===== src/rtl/lap_pkg.sv =====
// lap_pkg: shared constants, codes and types of the 3x3 laplacian sharpen unit
// no dependencies
package lap_pkg;

  localparam int LINE_SAMPLES = 4096;
  localparam int POS_W        = $clog2(LINE_SAMPLES);
  localparam int LEN_W        = POS_W + 1;
  localparam int SAMPLE_W     = 8;
  localparam int DIM_W        = 13;
  localparam int CH_W         = 3;
  localparam int CFG_IDX_W    = 2;

  localparam logic [DIM_W-1:0] COLS_MIN  = DIM_W'(3);
  localparam logic [DIM_W-1:0] COLS_MAX  = DIM_W'(4096);
  localparam logic [DIM_W-1:0] ROWS_MIN  = DIM_W'(3);
  localparam logic [DIM_W-1:0] ROWS_MAX  = DIM_W'(4096);
  localparam logic [CH_W-1:0]  CH_MIN    = CH_W'(1);
  localparam logic [CH_W-1:0]  CH_MAX    = CH_W'(4);
  localparam logic [DIM_W-1:0] COLS_RESET = DIM_W'(640);
  localparam logic [DIM_W-1:0] ROWS_RESET = DIM_W'(480);
  localparam logic [CH_W-1:0]  CH_RESET   = CH_W'(1);

  // history of centre samples, one per possible channel distance
  localparam int HIST_DEPTH = 4;
  localparam int HIST_W     = $clog2(HIST_DEPTH);

  // result queue
  localparam int QUEUE_DEPTH = 8;
  localparam int QPTR_W      = $clog2(QUEUE_DEPTH);
  localparam int QCNT_W      = QPTR_W + 1;

  typedef enum logic [CFG_IDX_W-1:0] {
    CFG_COLS     = 2'd0,
    CFG_ROWS     = 2'd1,
    CFG_CHANNELS = 2'd2
  } cfg_index_t;

  typedef struct packed {
    logic [SAMPLE_W-1:0] down;
    logic [CH_W-1:0]     ch;
    logic                row_ge1;
    logic                row_ge2;
    logic                last_row;
    logic                interior;
    logic                last_pos;
  } stage_t;

  typedef struct packed {
    logic [SAMPLE_W-1:0] sharpened;
    logic                frame_end;
    logic                run_last;
  } result_t;

  typedef struct packed {
    logic push0;
    logic push1;
  } push_t;

endpackage


===== src/rtl/lap_kernel.sv =====
// lap_kernel: 5-point laplacian sharpen with clamp and result formation
// depends on lap_pkg
module lap_kernel import lap_pkg::*; (
  input  logic                valid,
  input  stage_t              item,
  input  logic [SAMPLE_W-1:0] cen,
  input  logic [SAMPLE_W-1:0] up,
  input  logic [SAMPLE_W-1:0] left,
  input  logic [SAMPLE_W-1:0] right,
  output push_t               push,
  output result_t             res0,
  output result_t             res1
);

  logic [10:0]         five;
  logic [9:0]          neigh;
  logic signed [11:0]  diff;
  logic [SAMPLE_W-1:0] val;

  always_comb begin
    five  = 11'({cen, 2'b00}) + 11'(cen);
    neigh = 10'(left) + 10'(right) + 10'(up) + 10'(item.down);
    diff  = $signed({1'b0, five}) - $signed({2'b00, neigh});
    if (!(item.row_ge2 && item.interior) || diff < 0) begin
      val = '0;
    end else if (diff > 12'sd255) begin
      val = '1;
    end else begin
      val = diff[SAMPLE_W-1:0];
    end

    res0.sharpened = val;
    res0.frame_end = 1'b0;
    res0.run_last  = !item.last_row;

    // final row also emits its own border result
    res1.sharpened = '0;
    res1.frame_end = item.last_pos;
    res1.run_last  = 1'b1;

    push.push0 = valid && item.row_ge1;
    push.push1 = valid && item.row_ge1 && item.last_row;
  end

endmodule


===== config.mk =====
export PLATFORM = sky130hd
export DESIGN_NAME = lap_kernel
export DESIGN_NICKNAME = d
export VERILOG_FILES = /design/src/rtl/lap_pkg.sv /design/src/rtl/lap_kernel.sv
export SDC_FILE = /design/constraint.sdc
export NUM_CORES = 1
export LEC_CHECK = 0
export ABC_AREA = 1
export ABC_CLOCK_PERIOD_IN_PS = 4600
export CORE_UTILIZATION = 25
export DETAILED_ROUTE_END_ITERATION = 16
export DONT_BUFFER_PORTS = 1
export PLACE_DENSITY_LB_ADDON = 0.1
export SLEW_MARGIN = 20
export SYNTH_ARGS = -nofsm -noshare
export SYNTH_HDL_FRONTEND = slang
export SYNTH_SLANG_ARGS = --single-unit

===== constraint.sdc =====
create_clock -name vclk -period 4.6
set_input_delay 0.23 -clock vclk [all_inputs]
set_output_delay 0.23 -clock vclk [all_outputs]
set_load 0.01 [all_outputs]

==> run_results.csv <==
group,metric,value,unit
power_and_ir_drop,static-leakage-power,1.07,nW
timing,drv_slew,0,
power_and_ir_drop,finalPower,0.769,mW
worst_hold_path,min_to,"res1[1]",
global_route,top_usage_layer,"met2",
floorplanning,rows,29,
detailed_routing,drc,8,
yosys,netlist_instances,237,
global_route,grt_use_total,0.0891,
timing,setup_tns,0,ns
worst_setup_path,critical_path.startpoint_type,"primary input",
final_layout,area_delta_synth_final,2.59,%
clocking,postCtsSetupRepairBufs,0,
yosys,syn_area,1690,um^2
global_route,grt_max_degree,9,
detailed_routing,drtIter0Drc,27,
global_route,met1_usage,0.114,
yosys,yosysWarnings,0,
timing,period_share,0.785,
yosys,ys_seq_area_frac,0,
detailed_routing,vias,1232,
final_layout,nFlopsAndLatches,0,
final_layout,nClkBuffers,0,
global_route,grt_pass1_wl,5.43,mm
detailed_routing,dr.pass1.iters,10,
floorplanning,die_height,84.3,um
global_route,antenna_found_initial,0,
outcome,violations,"design-rule violations",
floorplanning,core-area,6460,um^2
worst_setup_path,cp_data_required_time,4.37,ns
global_route,use_met2,0.175,
placed_design,gp_congestion,0.746,
worst_hold_path,holdPathStages,0,
floorplanning,die_w,84.3,um
yosys,synth_cell_types,21,
worst_setup_path,crit_path_end_kind,"primary output",
worst_setup_path,path_class,"primary input to primary output",
timing,worst_slack,0.991,ns
final_layout,final_core_util,0.269,
placed_design,placed_cells,311,
worst_setup_path,critPathArrivalTime,3.38,ns
final_layout,antennaDiodeCount,0,
placed_design,pre_cts_ws,0.967,ns
outcome,outcome,"finished, violations left",
worst_setup_path,worstPathMaxFanout,8,
timing,timing.hold.ws,0.460,ns
final_layout,final_cells,311,
final_layout,fillerInstances,728,
run,maxCapViolations,0,
placed_design,portBuffers,0,
detailed_routing,post_drt_via_cell_ratio,3.96,
clocking,cts-resized-gates,0,
detailed_routing,routed_wl,2.85,mm
timing,hold_violations,0,
final_layout,stdcell_area,1740,um^2
detailed_routing,drtAntennaViolNets,0,
clocking,ctsHoldBuffers,0,
final_layout,nets,330,
detailed_routing,wire_per_inst,9.16,um
floorplanning,start_util,0.262,
placed_design,post_dp_cell_area,1740,um^2
placed_design,dp_hpwl,2.84,mm
global_route,overflow,0,
power_and_ir_drop,max-vdd-ir-drop,106,uV
global_route,first_global_vias,1311,
timing,fin_crit,3.61,ns
global_route,met3_usage,0.00393,
power_and_ir_drop,powerDensity,443,nW/um^2
timing,rsz0062_at_grt,"false",
floorplanning,dieArea,7100,um^2
final_layout,seqCellArea,0,um^2
timing,fmax,277,MHz
worst_hold_path,min_from,"item[0]",
floorplanning,io_pins,71,
yosys,synth.avg_cell_area,7.14,um^2
worst_hold_path,hp-class,"primary input to primary output",
timing,finalSetupViolCount,0,
final_layout,drive_above_1_share,0.0385,
## layout by cell type, fill, tap and decap left out, types with 2 or more instances in the layout
master / n
nand2_1: 36
ha_1: 15
nor2_1: 8
conb_1: 10
nand4_1: 2
nand3_1: 6
xnor2_1: 5
xor2_1: 3
nand2_2: 3
inv_1: 90
a21oi_1: 16
fa_1: 30
nand2_4: 2
nand3_2: 2
## Yosys cell counts
master,number,area (um^2)
a21o_1,1,7.51
a21oi_1,16,80.1
a31o_2,1,8.76
buf_4,11,82.6
conb_1,2,7.51
fa_1,30,601
ha_1,15,188
inv_1,90,338
mux2i_1,1,10.0
nand2_1,36,135
nand2_2,3,18.8
nand2_4,2,22.5
nand3_1,6,30.0
nand3_2,2,20.0
nand3_4,1,17.5
nand3b_1,1,7.51
nand4_1,2,12.5
nor2_1,8,30.0
nor3_1,1,5.00
xnor2_1,5,43.8
xor2_1,3,26.3
## critical path, stage by stage
cell and delay [ns]:
inv_1 0.03, fa_1 0.50, fa_1 0.55, inv_1 0.06, fa_1 0.53, inv_1 0.07
fa_1 0.46, nand3_1 0.12, nand3_2 0.10, nand3_1 0.11, nand2_1 0.06, nand2_1 0.06
nand2_1 0.06, nand3_2 0.09, nand2_4 0.08, a21oi_1 0.25
## kinds of logic after synthesis
logic type,share of synthesized area
adders and majority gates,0.466
xor gates and xnor gates,0.0414
muxes,0.00592
buffers and inverters,0.249
and+or+nand+nor,0.177
other,0.00444
AOI/OAI and AO/OA,0.0570
## how the worst max path moves through the flow
stage,from,end,slack (ns),depth (start not counted)
6_report,item[9],res0[4],0.99,16
2_1_floorplan,item[9],res0[2],1.20,16
4_1_cts,item[9],res0[4],0.95,16
3_3_place_gp,item[9],res0[5],0.96,16
5_1_grt,item[9],res0[4],0.76,16
3_5_place_dp,item[9],res0[4],0.97,16
## routing by layer
metal	routed length (um)	up-vias
met5	0	-
met4	0	0
met3	138	0
met2	1460	30
met1	1250	557
li1	-	645
## final cells by class
type / count / area [um^2] / share of cell area
Multi-Input combinational cell: 144 / 1300 / 0.750
Tap cell: 77 / 96.3 / 0.0555
Inverter: 90 / 338 / 0.195
## report_power, final
group	switching, mW	internal [mW]	total [mW]	leakage (nW)
Clock	0	0	0	0
Sequential	0	0	0	0
Combinational	0.470	0.300	0.769	1.07
Total	0.470	0.300	0.769	1.07
(Power assumes the default switching activity.)
