<file path="src/rtl/lap_pkg.sv">
// lap_pkg: shared constants, codes and types of the 3x3 laplacian sharpen unit
// no dependencies
package lap_pkg;

  localparam int LINE_SAMPLES = 4096;
  localparam int POS_W        = $clog2(LINE_SAMPLES);
  localparam int LEN_W        = POS_W + 1;
  localparam int SAMPLE_W     = 8;
  localparam int DIM_W        = 13;
  localparam int CH_W         = 3;
  localparam int CFG_IDX_W    = 2;

  localparam logic [DIM_W-1:0] COLS_MIN  = DIM_W'(3);
  localparam logic [DIM_W-1:0] COLS_MAX  = DIM_W'(4096);
  localparam logic [DIM_W-1:0] ROWS_MIN  = DIM_W'(3);
  localparam logic [DIM_W-1:0] ROWS_MAX  = DIM_W'(4096);
  localparam logic [CH_W-1:0]  CH_MIN    = CH_W'(1);
  localparam logic [CH_W-1:0]  CH_MAX    = CH_W'(4);
  localparam logic [DIM_W-1:0] COLS_RESET = DIM_W'(640);
  localparam logic [DIM_W-1:0] ROWS_RESET = DIM_W'(480);
  localparam logic [CH_W-1:0]  CH_RESET   = CH_W'(1);

  // history of centre samples, one per possible channel distance
  localparam int HIST_DEPTH = 4;
  localparam int HIST_W     = $clog2(HIST_DEPTH);

  // result queue
  localparam int QUEUE_DEPTH = 8;
  localparam int QPTR_W      = $clog2(QUEUE_DEPTH);
  localparam int QCNT_W      = QPTR_W + 1;

  typedef enum logic [CFG_IDX_W-1:0] {
    CFG_COLS     = 2'd0,
    CFG_ROWS     = 2'd1,
    CFG_CHANNELS = 2'd2
  } cfg_index_t;

  typedef struct packed {
    logic [SAMPLE_W-1:0] down;
    logic [CH_W-1:0]     ch;
    logic                row_ge1;
    logic                row_ge2;
    logic                last_row;
    logic                interior;
    logic                last_pos;
  } stage_t;

  typedef struct packed {
    logic [SAMPLE_W-1:0] sharpened;
    logic                frame_end;
    logic                run_last;
  } result_t;

  typedef struct packed {
    logic push0;
    logic push1;
  } push_t;

endpackage

</file>
<file path="src/rtl/lap_queue.sv">
// lap_queue: result queue taking up to two results per cycle, one out per cycle
// depends on lap_pkg
module lap_queue import lap_pkg::*; (
  input  logic              clk,
  input  logic              rst,
  input  push_t             push,
  input  result_t           din0,
  input  result_t           din1,
  output logic              out_valid,
  input  logic              out_ready,
  output result_t           dout,
  output logic [QCNT_W-1:0] count
);

  result_t           mem [QUEUE_DEPTH];
  logic [QPTR_W-1:0] wr_ptr;
  logic [QPTR_W-1:0] rd_ptr;
  logic              pop;
  logic [QCNT_W-1:0] n_push;

  assign out_valid = (count != '0);
  assign dout      = mem[rd_ptr];
  assign pop       = out_valid && out_ready;
  assign n_push    = QCNT_W'(push.push0) + QCNT_W'(push.push1);

  always_ff @(posedge clk) begin
    if (push.push0) begin
      mem[wr_ptr] <= din0;
    end
    if (push.push1) begin
      mem[wr_ptr + QPTR_W'(1)] <= din1;
    end
  end

  always_ff @(posedge clk) begin
    if (rst) begin
      wr_ptr <= '0;
      rd_ptr <= '0;
      count  <= '0;
    end else begin
      wr_ptr <= wr_ptr + n_push[QPTR_W-1:0];
      if (pop) begin
        rd_ptr <= rd_ptr + QPTR_W'(1);
      end
      count <= count + n_push - QCNT_W'(pop);
    end
  end

endmodule

</file>
<file path="config.mk">
export PLATFORM = sky130hd
export DESIGN_NAME = lap_queue
export DESIGN_NICKNAME = d
export VERILOG_FILES = /design/src/rtl/lap_pkg.sv /design/src/rtl/lap_queue.sv
export SDC_FILE = /design/constraint.sdc
export NUM_CORES = 1
export LEC_CHECK = 0
export BUFFER_PORTS_ARGS = -buffer_cell sky130_fd_sc_hd__buf_2
export CAP_MARGIN = 5
export CORE_ASPECT_RATIO = 0.6
export CORE_MARGIN = 4
export CORE_UTILIZATION = 40
export DETAILED_ROUTE_END_ITERATION = 12
export HOLD_SLACK_MARGIN = 0.06
export PLACE_DENSITY = 0.56
export RECOVER_POWER = 50
export SLEW_MARGIN = 20
export SYNTH_ARGS = -nofsm -noshare
export SYNTH_HDL_FRONTEND = slang
export SYNTH_SLANG_ARGS = --single-unit
</file>
<file path="constraint.sdc">
create_clock -name clk -period 4 [get_ports clk]
set_input_delay 0.4 -clock clk [delete_from_list [all_inputs] [get_ports clk]]
set_output_delay 0.4 -clock clk [all_outputs]
set_load 0.02 [all_outputs]
</file>
==> results of run 1 <==
per-layer routing:
| layer | part of all wire (%) | vias to the layer above | track usage, % |
|---|---|---|---|
| met1 | 50 | 1343 | 26.3 |
| met4 | 0.40 | 0 | 3.20 |
| met3 | 8.2 | 4 | 4.40 |
| met5 | 0 | - | 0 |
| met2 | 42 | 69 | 23.6 |
| li1 | - | 1243 | - |
synthesized netlist by cell type (all sizes together), types with 2 or more instances:
| master | count |
|---|---|
| a21oi | 6 |
| buf | 9 |
| clkbuf | 3 |
| dfxtp | 13 |
| edfxtp | 80 |
| fa | 2 |
| ha | 10 |
| inv | 11 |
| mux2 | 90 |
| mux4 | 20 |
| nand2 | 6 |
| nand2b | 3 |
| nand3 | 2 |
| nand3b | 2 |
| nor2 | 8 |
| nor2b | 4 |
| nor3 | 3 |
| nor3b | 2 |
| o21ai | 5 |
| o22ai | 3 |
| or3 | 2 |
| xnor2 | 3 |
metrics by stage:
step                setup WS (ps)  total power, W  instances  hold WS (ps)
floorplan                    1720         0.00185        293           459
global placement             1260         0.00209        484           479
detailed placement           1230         0.00210        484           491
CTS                          1200         0.00295        500           366
global route                  965         0.00305        500           372
finish                       1150         0.00290        500           376
worst paths after layout:
check                                       startpoint                     end  slack (ps)
worst max register to register    wr_ptr[0]$_SDFF_PP0_     mem[6][7]$_DFFE_PP_        1150
worst min-delay path                         out_ready  rd_ptr[1]$_SDFFE_PP0P_         380
worst max-delay path              wr_ptr[0]$_SDFF_PP0_     mem[6][7]$_DFFE_PP_        1150
worst min register to register  rd_ptr[2]$_SDFFE_PP0P_  rd_ptr[2]$_SDFFE_PP0P_         490
kinds of logic after synthesis:
family                     after synthesis  share of synthesized area, %
buffers and inverters                   23                          2.66
adders and majority gates               12                          3.44
AOI/OAI and AO/OA                       17                          2.06
xor gates and xnor gates                 4                          1.28
muxes                                  110                          30.5
DFF                                     93                          55.5
and+or+nand+nor                         34                          4.49
sequential cells by signal, indices dropped and copies added, names as in the netlist, named ones only:
signal and flops:
count 4, mem 80, wr_ptr 3, rd_ptr 3
worst register-to-register path, delay by kind of cell, from the launching register on:
family	cells	cell delay (ps)
xor+xnor	1	200
simple gates	1	1110
fa+ha+maj	1	340
mux	1	430
flops	1	520
power groups by stage:
stage	Clock, W	Sequential (W)	Combinational, W
3_3_place_gp	0	0.00130	0.000792
3_5_place_dp	0	0.00129	0.000803
5_1_grt	0.000915	0.00129	0.000848
2_1_floorplan	0	0.00127	0.000587
4_1_cts	0.000868	0.00127	0.000808
6_report	0.000846	0.00127	0.000779
area by class of cell:
type / instances / area (sq um) / share of cell area (%)
clock buffer: 11 / 233 / 4.32
sequential: 93 / 2660 / 49.4
clock inverter: 5 / 58.8 / 1.09
inverter: 11 / 41.3 / 0.767
timing repair buffer: 43 / 214 / 3.97
multi-input combinational: 177 / 1980 / 36.7
tap: 160 / 200 / 3.72
==> impl_results.md, run 1 <==
* Type of the worst min-delay path: primary input to flip-flop
* Clk buf depth at 2
* Net Sw Power at 0.000859 W
* Synth top area share at between 50% and 60%
* Via count at about 2.7k
* DP HPWL at roughly 7300 microns
* Htree depth at 3
* Startpoint types: flip-flop
* Combinational Power Share at ~27%
* Endpoint class of the critical path: flip-flop
* Area after DPL at about 5200 sq um
* Antenna Cells at 0
* Root Driver: clkbuf_16
* Detailed Routing Iterations Pass 1 at 4
* Slew @ Worst Pin at roughly 1700 ps
* R2R depth at 4
* Final clock skew at between 6 and 7 ps
* Final Hold Violating Endpoints at 0
* DRT iter0 DRCs at between 300 and 400
* Max Freq at between 300 and 400 MHz
* Largest net degree at the start of global routing at 21
* Top FF cell, synth: edfxtp_1
* First-pass GRT wire length at approximately 17000 microns
* CP Class: flip-flop to flip-flop
* Sequential share of power at 43.9%
* Status: complete, but fails checks
* Post-route core utilization at a little under half
* Die height at just over 90 microns
* FILL cells at 1049
* Post-synth cell types at 34
* Post-Syn Instances at between 200 and 300
* Die area at between 10000 and 15000 sq um
* Most frequent cells in the layout: mux2_2 (89), edfxtp_1 (80), buf_2 (33)
* Power Density at around 540 nW/um^2
* CTS tree: done
* Clock Power Share at between 20 and 30%
* Initial antenna violation count at 0
* CTS resizes at 0
* Synth Area per Inst at between 15 and 20 sq um
* Gr usage total at about 17%
* Hold Crit Depth at 3
* Synth top area cells: edfxtp_1 (50%), mux2_2 (21%), mux4_2 (9.4%), dfxtp_1 (5.4%), ha_1 (2.6%)
* Failing checks: max-capacitance violations, max-slew violations
* Seq/Total Area, Yosys at between 50% and 60%
* Clock Pin Slew Worst Setup and Hold Paths at about 70 ps
* WL final at 11100 microns
* Power Internal at 0.00204 W
* RSZ-0062 raised after global routing: false
* Commonest non-fill, non-tap cell in the layout: mux2_2
* Initial Util at a little over two fifths
* DR vias/cell at ~5.3
* Number of synthesized flops with an enable pin at 80
* DR WL/cell at about 22 microns
* Yosys warns at 0
* Synth area leader: edfxtp_1
* Clk sink count at between 90 and 100
* Clock latency on the worst-skew pair at ~340 ps
* Share of cells above drive strength 1 at 48.8%
* Layout Nets at about 370
* Slowest stage cell, crit path: nor2_1
* VDD IR max at 0.000235 V
* Final setup fails at 0
* Crit path max-delay family: simple AND/OR/NAND/NOR gates
* #FFs+latches synth at between 90 and 100
* Required time of the critical path at around 4100 ps
* GRT overflow at 0
* Max-slew violations at 29
* Io pins at 40
* Max-cap violations at 3
* # DRC at 0
* Slew HR at -12.7%
* Area Overhead vs Synth at 12.3%
* Gpl congestion at a little over 0.8
* Slowest stage delay, CP at about 1100 ps
* Row count at 30
* Crit. path cell count at 4
* Hold_buf cts at 0
* Vias in the first global route at approximately 2.7k
* Crit share post-route at 71.2%
* Leak pwr at around 1.8 nW
* Finished Cell Area at 5390 sq um
* Synth Cell Area at about 4800 sq um
* Chip width at ~150 microns
* Setup_tns at 0 ps
* Switch share at roughly 30%
* DRT antenna net count at 0
* CP Max Fanout at 11
* Asr flop ratio synth at 0%
* Min Tclk post-route at approximately 2800 ps
* Cell Chain, Critical Path: ha_1, xnor2_1, nor2_1, mux2_2
* Syn_nets at 330
* Postcts setup bufs at 0
* PortBufs at 39
* Std-Cell Core Area at about 11000 sq um
* Arr. time, crit path at between 2000 and 3000 ps
* Total CTS buffers at 9
* WP buf/inv at 0
(Power assumes the default switching activity.)
==> inputs of run 2 (changes only) <==
==> constraint.sdc (replaced) <==
create_clock -name clk -period 2.8 [get_ports clk]
set_input_delay 0.28 -clock clk [delete_from_list [all_inputs] [get_ports clk]]
set_output_delay 0.28 -clock clk [all_outputs]
set_load 0.02 [all_outputs]
==> run 2 against run 1 <==
  * The flow now finishes without violations
  * Global-route usage shrank 0.41 points
  * Critical path depth is 1 higher
  * Cell area up 1.2%
  * Power increased by 41%
  * Routed wire length down 2.6%
  * Flip-flop and latch count did not move
  * Non-clock buffer count rose by 14
  * Sequential share of layout area is 0.59 points lower
  * Via count up 3.9%
==> impl_results.md, run 2 (synthesized netlist as in run 1, its figures left out) <==
* Vias in the first global route at about 2.8k
* Startpoint types: flip-flop
* CTS tree: done
* Total CTS buffers at 9
* Power Density at around 750 nW/um^2
* Required time of the critical path at 2890 ps
* Min Tclk post-route at roughly 2500 ps
* Initial Util at a little over two fifths
* Crit. path cell count at 5
* Htree depth at 3
* Antenna Cells at 0
* Top Registers: mem: 80 flops, count: 4 flops
* Max-cap violations at 0
* Final cell count without fillers at 514
* GRT overflow at 0
* DRT iter0 DRCs at between 200 and 250
* Gpl congestion at approximately 0.75
* Largest net degree at the start of global routing at 21
* Crit share post-route at around nine tenths
* Clk sink count at between 90 and 100
* Layout Nets at 386
* Clk buf depth at 2
* Endpoint class of the critical path: flip-flop
* Reg with most FFs: mem
* Max-slew violations at 0
* Postcts setup bufs at 0
* Max Freq at 398 MHz
* RSZ-0062 raised after global routing: false
* Io pins at 40
* Chip width at ~150 microns
* Setup_tns at 0 ps
* CP Class: flip-flop to flip-flop
* Via count at 2762
* Slowest stage delay, CP at around 620 ps
* Crit path max-delay family: buffers and inverters
* WL final at ~11000 microns
* Arr. time, crit path at 2600 ps
* R2R depth at 5
* Max reg flops at 80
* DR WL/cell at roughly 21 microns
* Row count at 30
* Area Overhead vs Synth at 13.7%
* Most frequent cells in the layout: mux2_2 (90), edfxtp_1 (80), buf_2 (34)
* Type of the worst min-delay path: primary input to flip-flop
* Placed insts at roughly 500
* Final clock skew at about 4.8 ps
* Cell Chain, Critical Path: ha_1, xnor2_2, nand2_2, clkbuf_1, mux2_2
* Initial antenna violation count at 0
* Detailed Routing Iterations Pass 1 at 6
* Status: completed
* Commonest non-fill, non-tap cell in the layout: mux2_2
* Gr usage total at between 10% and 20%
* Worst setup path endpoint: mem[1][9]$_DFFE_PP_
* R2r startpoint: wr_ptr[0]$_SDFF_PP0_
* Clock Pin Slew Worst Setup and Hold Paths at ~60 ps
* Post-Place Worst Slack at roughly 430 ps
* Std-Cell Core Area at ~11000 sq um
* Die height at between 90 and 100 microns
* Slew HR at a little under half
* Root Driver: clkbuf_16
* DR vias/cell at approximately 5.4
* Hold_buf cts at 0
* Share of cells above drive strength 1 at 49.7%
* WP buf/inv at 1
* Worst R2R End: mem[1][9]$_DFFE_PP_
* First-pass GRT wire length at roughly 17000 microns
* CTS resizes at 0
* VDD IR max at roughly 0.0003 V
* Slowest stage cell, crit path: clkbuf_1
* Worst setup margin at just under 300 ps
* Die area at 13900 sq um
* Leak pwr at approximately 1.8 nW
* CP Max Fanout at 11
* Reg2reg setup slack at 290 ps
* Final setup fails at 0
* Slew @ Worst Pin at between 800 and 900 ps
* # DRC at 0
* DRT antenna net count at 0
* CP startpoint: wr_ptr[0]$_SDFF_PP0_
* Clock latency on the worst-skew pair at 340 ps
* PortBufs at 39
* Final Hold Violating Endpoints at 0
* DP HPWL at between 7000 and 8000 microns
run 2: worst min-delay path, stage by stage:
cell,delay (ps)
buf_2,110
nand3b_1,80
a21oi_1,70
run 2: cell type report:
class | instances | area, sq um
Multi-Input combinational cell | 177 | 1990
Sequential cell | 93 | 2660
Clock inverter | 6 | 40.0
Inverter | 11 | 41.3
Timing Repair Buffer | 57 | 284
Fill cell | 1030 | 6030
Tap cell | 160 | 200
Clock buffer | 10 | 229
run 2: layer usage:
layer  vias to the layer above  wire length [microns]  track usage, %
li1                       1266                      -               -
met1                      1399                   5260            24.1
met4                         0                    106            4.34
met2                        87                   4790            24.3
met3                        10                    685            4.21
met5                         -                      0               0
run 2: how the worst min path moves through the flow:
stage                                 from                endpoint  slack [ps]  cells after the start
floorplan                        out_ready               flip-flop         460                      2
global placement    rd_ptr[2]$_SDFFE_PP0P_  rd_ptr[2]$_SDFFE_PP0P_         480                      2
detailed placement  rd_ptr[2]$_SDFFE_PP0P_               flip-flop         490                      2
CTS                              out_ready  rd_ptr[1]$_SDFFE_PP0P_         250                      3
global route                     out_ready  rd_ptr[1]$_SDFFE_PP0P_         260                      3
finish                           out_ready  rd_ptr[1]$_SDFFE_PP0P_         270                      3
run 2: power by group:
part	switching (W)	internal [W]
Sequential	0.0000943	0.00171
Clock	0.000523	0.000599
Combinational	0.000629	0.000519
Total	0.00125	0.00283
run 2: metrics by stage:
step	area (sq um)	total power (W)	hold slack (ps)	utilization [%]
detailed placement	5250	0.00303	490	45.7
global placement	5250	0.00301	477	45.7
finish	5450	0.00408	266	47.5
floorplan	4790	0.00265	456	-
CTS	5520	0.00416	254	48.1
global route	5450	0.00429	262	47.5
==> inputs of run 3 (changes only) <==
--- a/config.mk
+++ b/config.mk
@@ -9,10 +9,10 @@
 export CAP_MARGIN = 5
 export CORE_ASPECT_RATIO = 0.6
 export CORE_MARGIN = 4
-export CORE_UTILIZATION = 40
+export CORE_UTILIZATION = 27
 export DETAILED_ROUTE_END_ITERATION = 12
 export HOLD_SLACK_MARGIN = 0.06
-export PLACE_DENSITY = 0.56
+export PLACE_DENSITY = 0.41
 export RECOVER_POWER = 50
 export SLEW_MARGIN = 20
 export SYNTH_ARGS = -nofsm -noshare
==> run 3 against run 2 <==
  * Fmax up 2.1%
  * Sequential power about the same
  * Core utilization down 15 points
  * Non-clock buffer count down 2
  * Worst hold slack worse by 15 ps
  * Global-route usage down 3.9 points
  * Clock skew up 2.2 ps
  * Largest cell class unchanged
  * Flip-flop and latch count unchanged
  * Highest routed layer unchanged
  * Sequential share of layout area down 1.3 points
==> impl_results.md, run 3 (synthesized netlist as in run 1, its figures left out) <==
* CTS tree: done
* First-pass GRT wire length at between 15000 and 20000 microns
* Clock latency on the worst-skew pair at between 300 and 400 ps
* Share of cells above drive strength 1 at 50.3%
* Std-Cell Core Area at between 15000 and 20000 sq um
* GRT overflow at 0
* VDD IR max at ~0.0003 V
* Initial Util at 27.8%
* DRT antenna net count at 0
* Gpl congestion at between 0.7 and 0.8
* DR WL/cell at between 20 and 25 microns
* Largest net degree at the start of global routing at 21
* Max reg flops at 80
* DRT iter0 DRCs at around 210
* Clock Pin Slew Worst Setup and Hold Paths at about 70 ps
* Row count at 37
* Crit share post-route at around 90%
* Io pins at 40
* CP Max Fanout at 11
* Arr. time, crit path at 2460 ps
* Detailed Routing Iterations Pass 1 at 4
* Vias in the first global route at approximately 2.8k
* Endpoint class of the critical path: flip-flop
* Total CTS buffers at 9
* DP HPWL at 8340 microns
* Postcts setup bufs at 0
* Most frequent cells in the layout: mux2_2 (90), edfxtp_1 (80), buf_2 (34)
* Power Density at a little under 800 nW/um^2
* Cell Chain, Critical Path: ha_1, xor2_4, nor3_2, clkbuf_2, or2_2
* WL final at between 10000 and 15000 microns
* Commonest non-fill, non-tap cell in the layout: mux2_2
* Slew @ Worst Pin at slightly above 900 ps
* WP buf/inv at 1
* CTS resizes at 0
* Min Tclk post-route at ~2500 ps
* Crit path max-delay family: simple AND/OR/NAND/NOR gates
* Setup_tns at 0 ps
* Clk buf depth at 2
* Max-slew violations at 0
* Final setup fails at 0
* Initial antenna violation count at 0
* Top Registers: mem: 80 flops, count: 4 flops
* RSZ-0062 raised after global routing: false
* PortBufs at 39
* CP Class: flip-flop to flip-flop
* # DRC at 0
* FILL cells at around 1.7k
* Type of the worst min-delay path: primary input to flip-flop
* Area Overhead vs Synth at 16.8%
* Die area at 20000 sq um
* Required time of the critical path at between 2000 and 3000 ps
* Root Driver: clkbuf_16
* Reg with most FFs: mem
* Gr usage total at 12.6%
* Via count at 2671
* Final Hold Violating Endpoints at 0
* Layout Nets at around 380
* Final clock skew at 7.03 ps
* Hold_buf cts at 0
* Final cell count without fillers at between 500 and 600
* Max-cap violations at 0
* Die height at roughly 110 microns
* Placed insts at 570
* Leak pwr at 1.86 nW
* Slowest stage cell, crit path: dfxtp_1
* Slew HR at a little under two fifths
* Htree depth at 3
* Startpoint types: flip-flop
* Max Freq at a little over 400 MHz
* Status: completed
* Clk sink count at 93
* DR vias/cell at around 4.6
* Slowest stage delay, CP at slightly above 500 ps
* Antenna Cells at 0
* Chip width at around 180 microns
-- run 3: worst register-to-register path: cells and delay by family (launching register included) --
family / cells / cell delay, ps
xor gates and xnor gates: 1 / 160
and+or+nand+nor: 2 / 650
buffers and inverters: 1 / 420
DFF: 1 / 510
adders and majority gates: 1 / 370
-- run 3: worst paths after layout --
| kind | endpoint | depth (start not counted) | from | slack [ps] |
|---|---|---|---|---|
| setup / recovery | mem[0][2]$_DFFE_PP_ | 5 | wr_ptr[0]$_SDFF_PP0_ | 340 |
| hold / removal | flip-flop | 3 | out_ready | 250 |
| setup reg to reg | mem[0][2]$_DFFE_PP_ | 5 | wr_ptr[0]$_SDFF_PP0_ | 340 |
| hold reg to reg | rd_ptr[2]$_SDFFE_PP0P_ | 2 | rd_ptr[2]$_SDFFE_PP0P_ | 490 |
-- run 3: per-stage QoR --
stage	hold slack (ps)	utilization (%)	setup WS [ps]	total power, W	instance area (sq um)
after detailed placement	488	30.9	449	0.00307	5330
final	252	32.4	341	0.00433	5600
after floorplan	456	-	519	0.00265	4790
after CTS	239	32.7	394	0.00442	5650
after global placement	479	30.9	442	0.00307	5330
after global routing	263	32.4	186	0.00457	5600
-- run 3: power breakdown --
group	total (W)	switching [W]	internal, W
Sequential	0.00181	0.0000960	0.00171
Clock	0.00134	0.000549	0.000793
Combinational	0.00118	0.000653	0.000523
-- run 3: layout make-up --
class                      count  area, sq um  area share (%)
multi-input combinational    177         2000            35.7
sequential                    93         2660            47.6
tap                          234          293            5.23
timing repair buffer          55          280            5.01
inverter                      11         41.3           0.738
clock buffer                  10          229            4.09
clock inverter                 6         95.1            1.70
-- run 3: metal layers --
| layer | up-vias | global-route usage (%) | wire, microns | share of wire (%) |
|---|---|---|---|---|
| met4 | 0 | 1.96 | 70 | 0.56 |
| met3 | 7 | 2.89 | 556 | 4.5 |
| met2 | 58 | 17.7 | 5150 | 41 |
| li1 | 1260 | - | - | - |
| met1 | 1346 | 20.0 | 6680 | 54 |
| met5 | - | 0 | 0 | 0 |
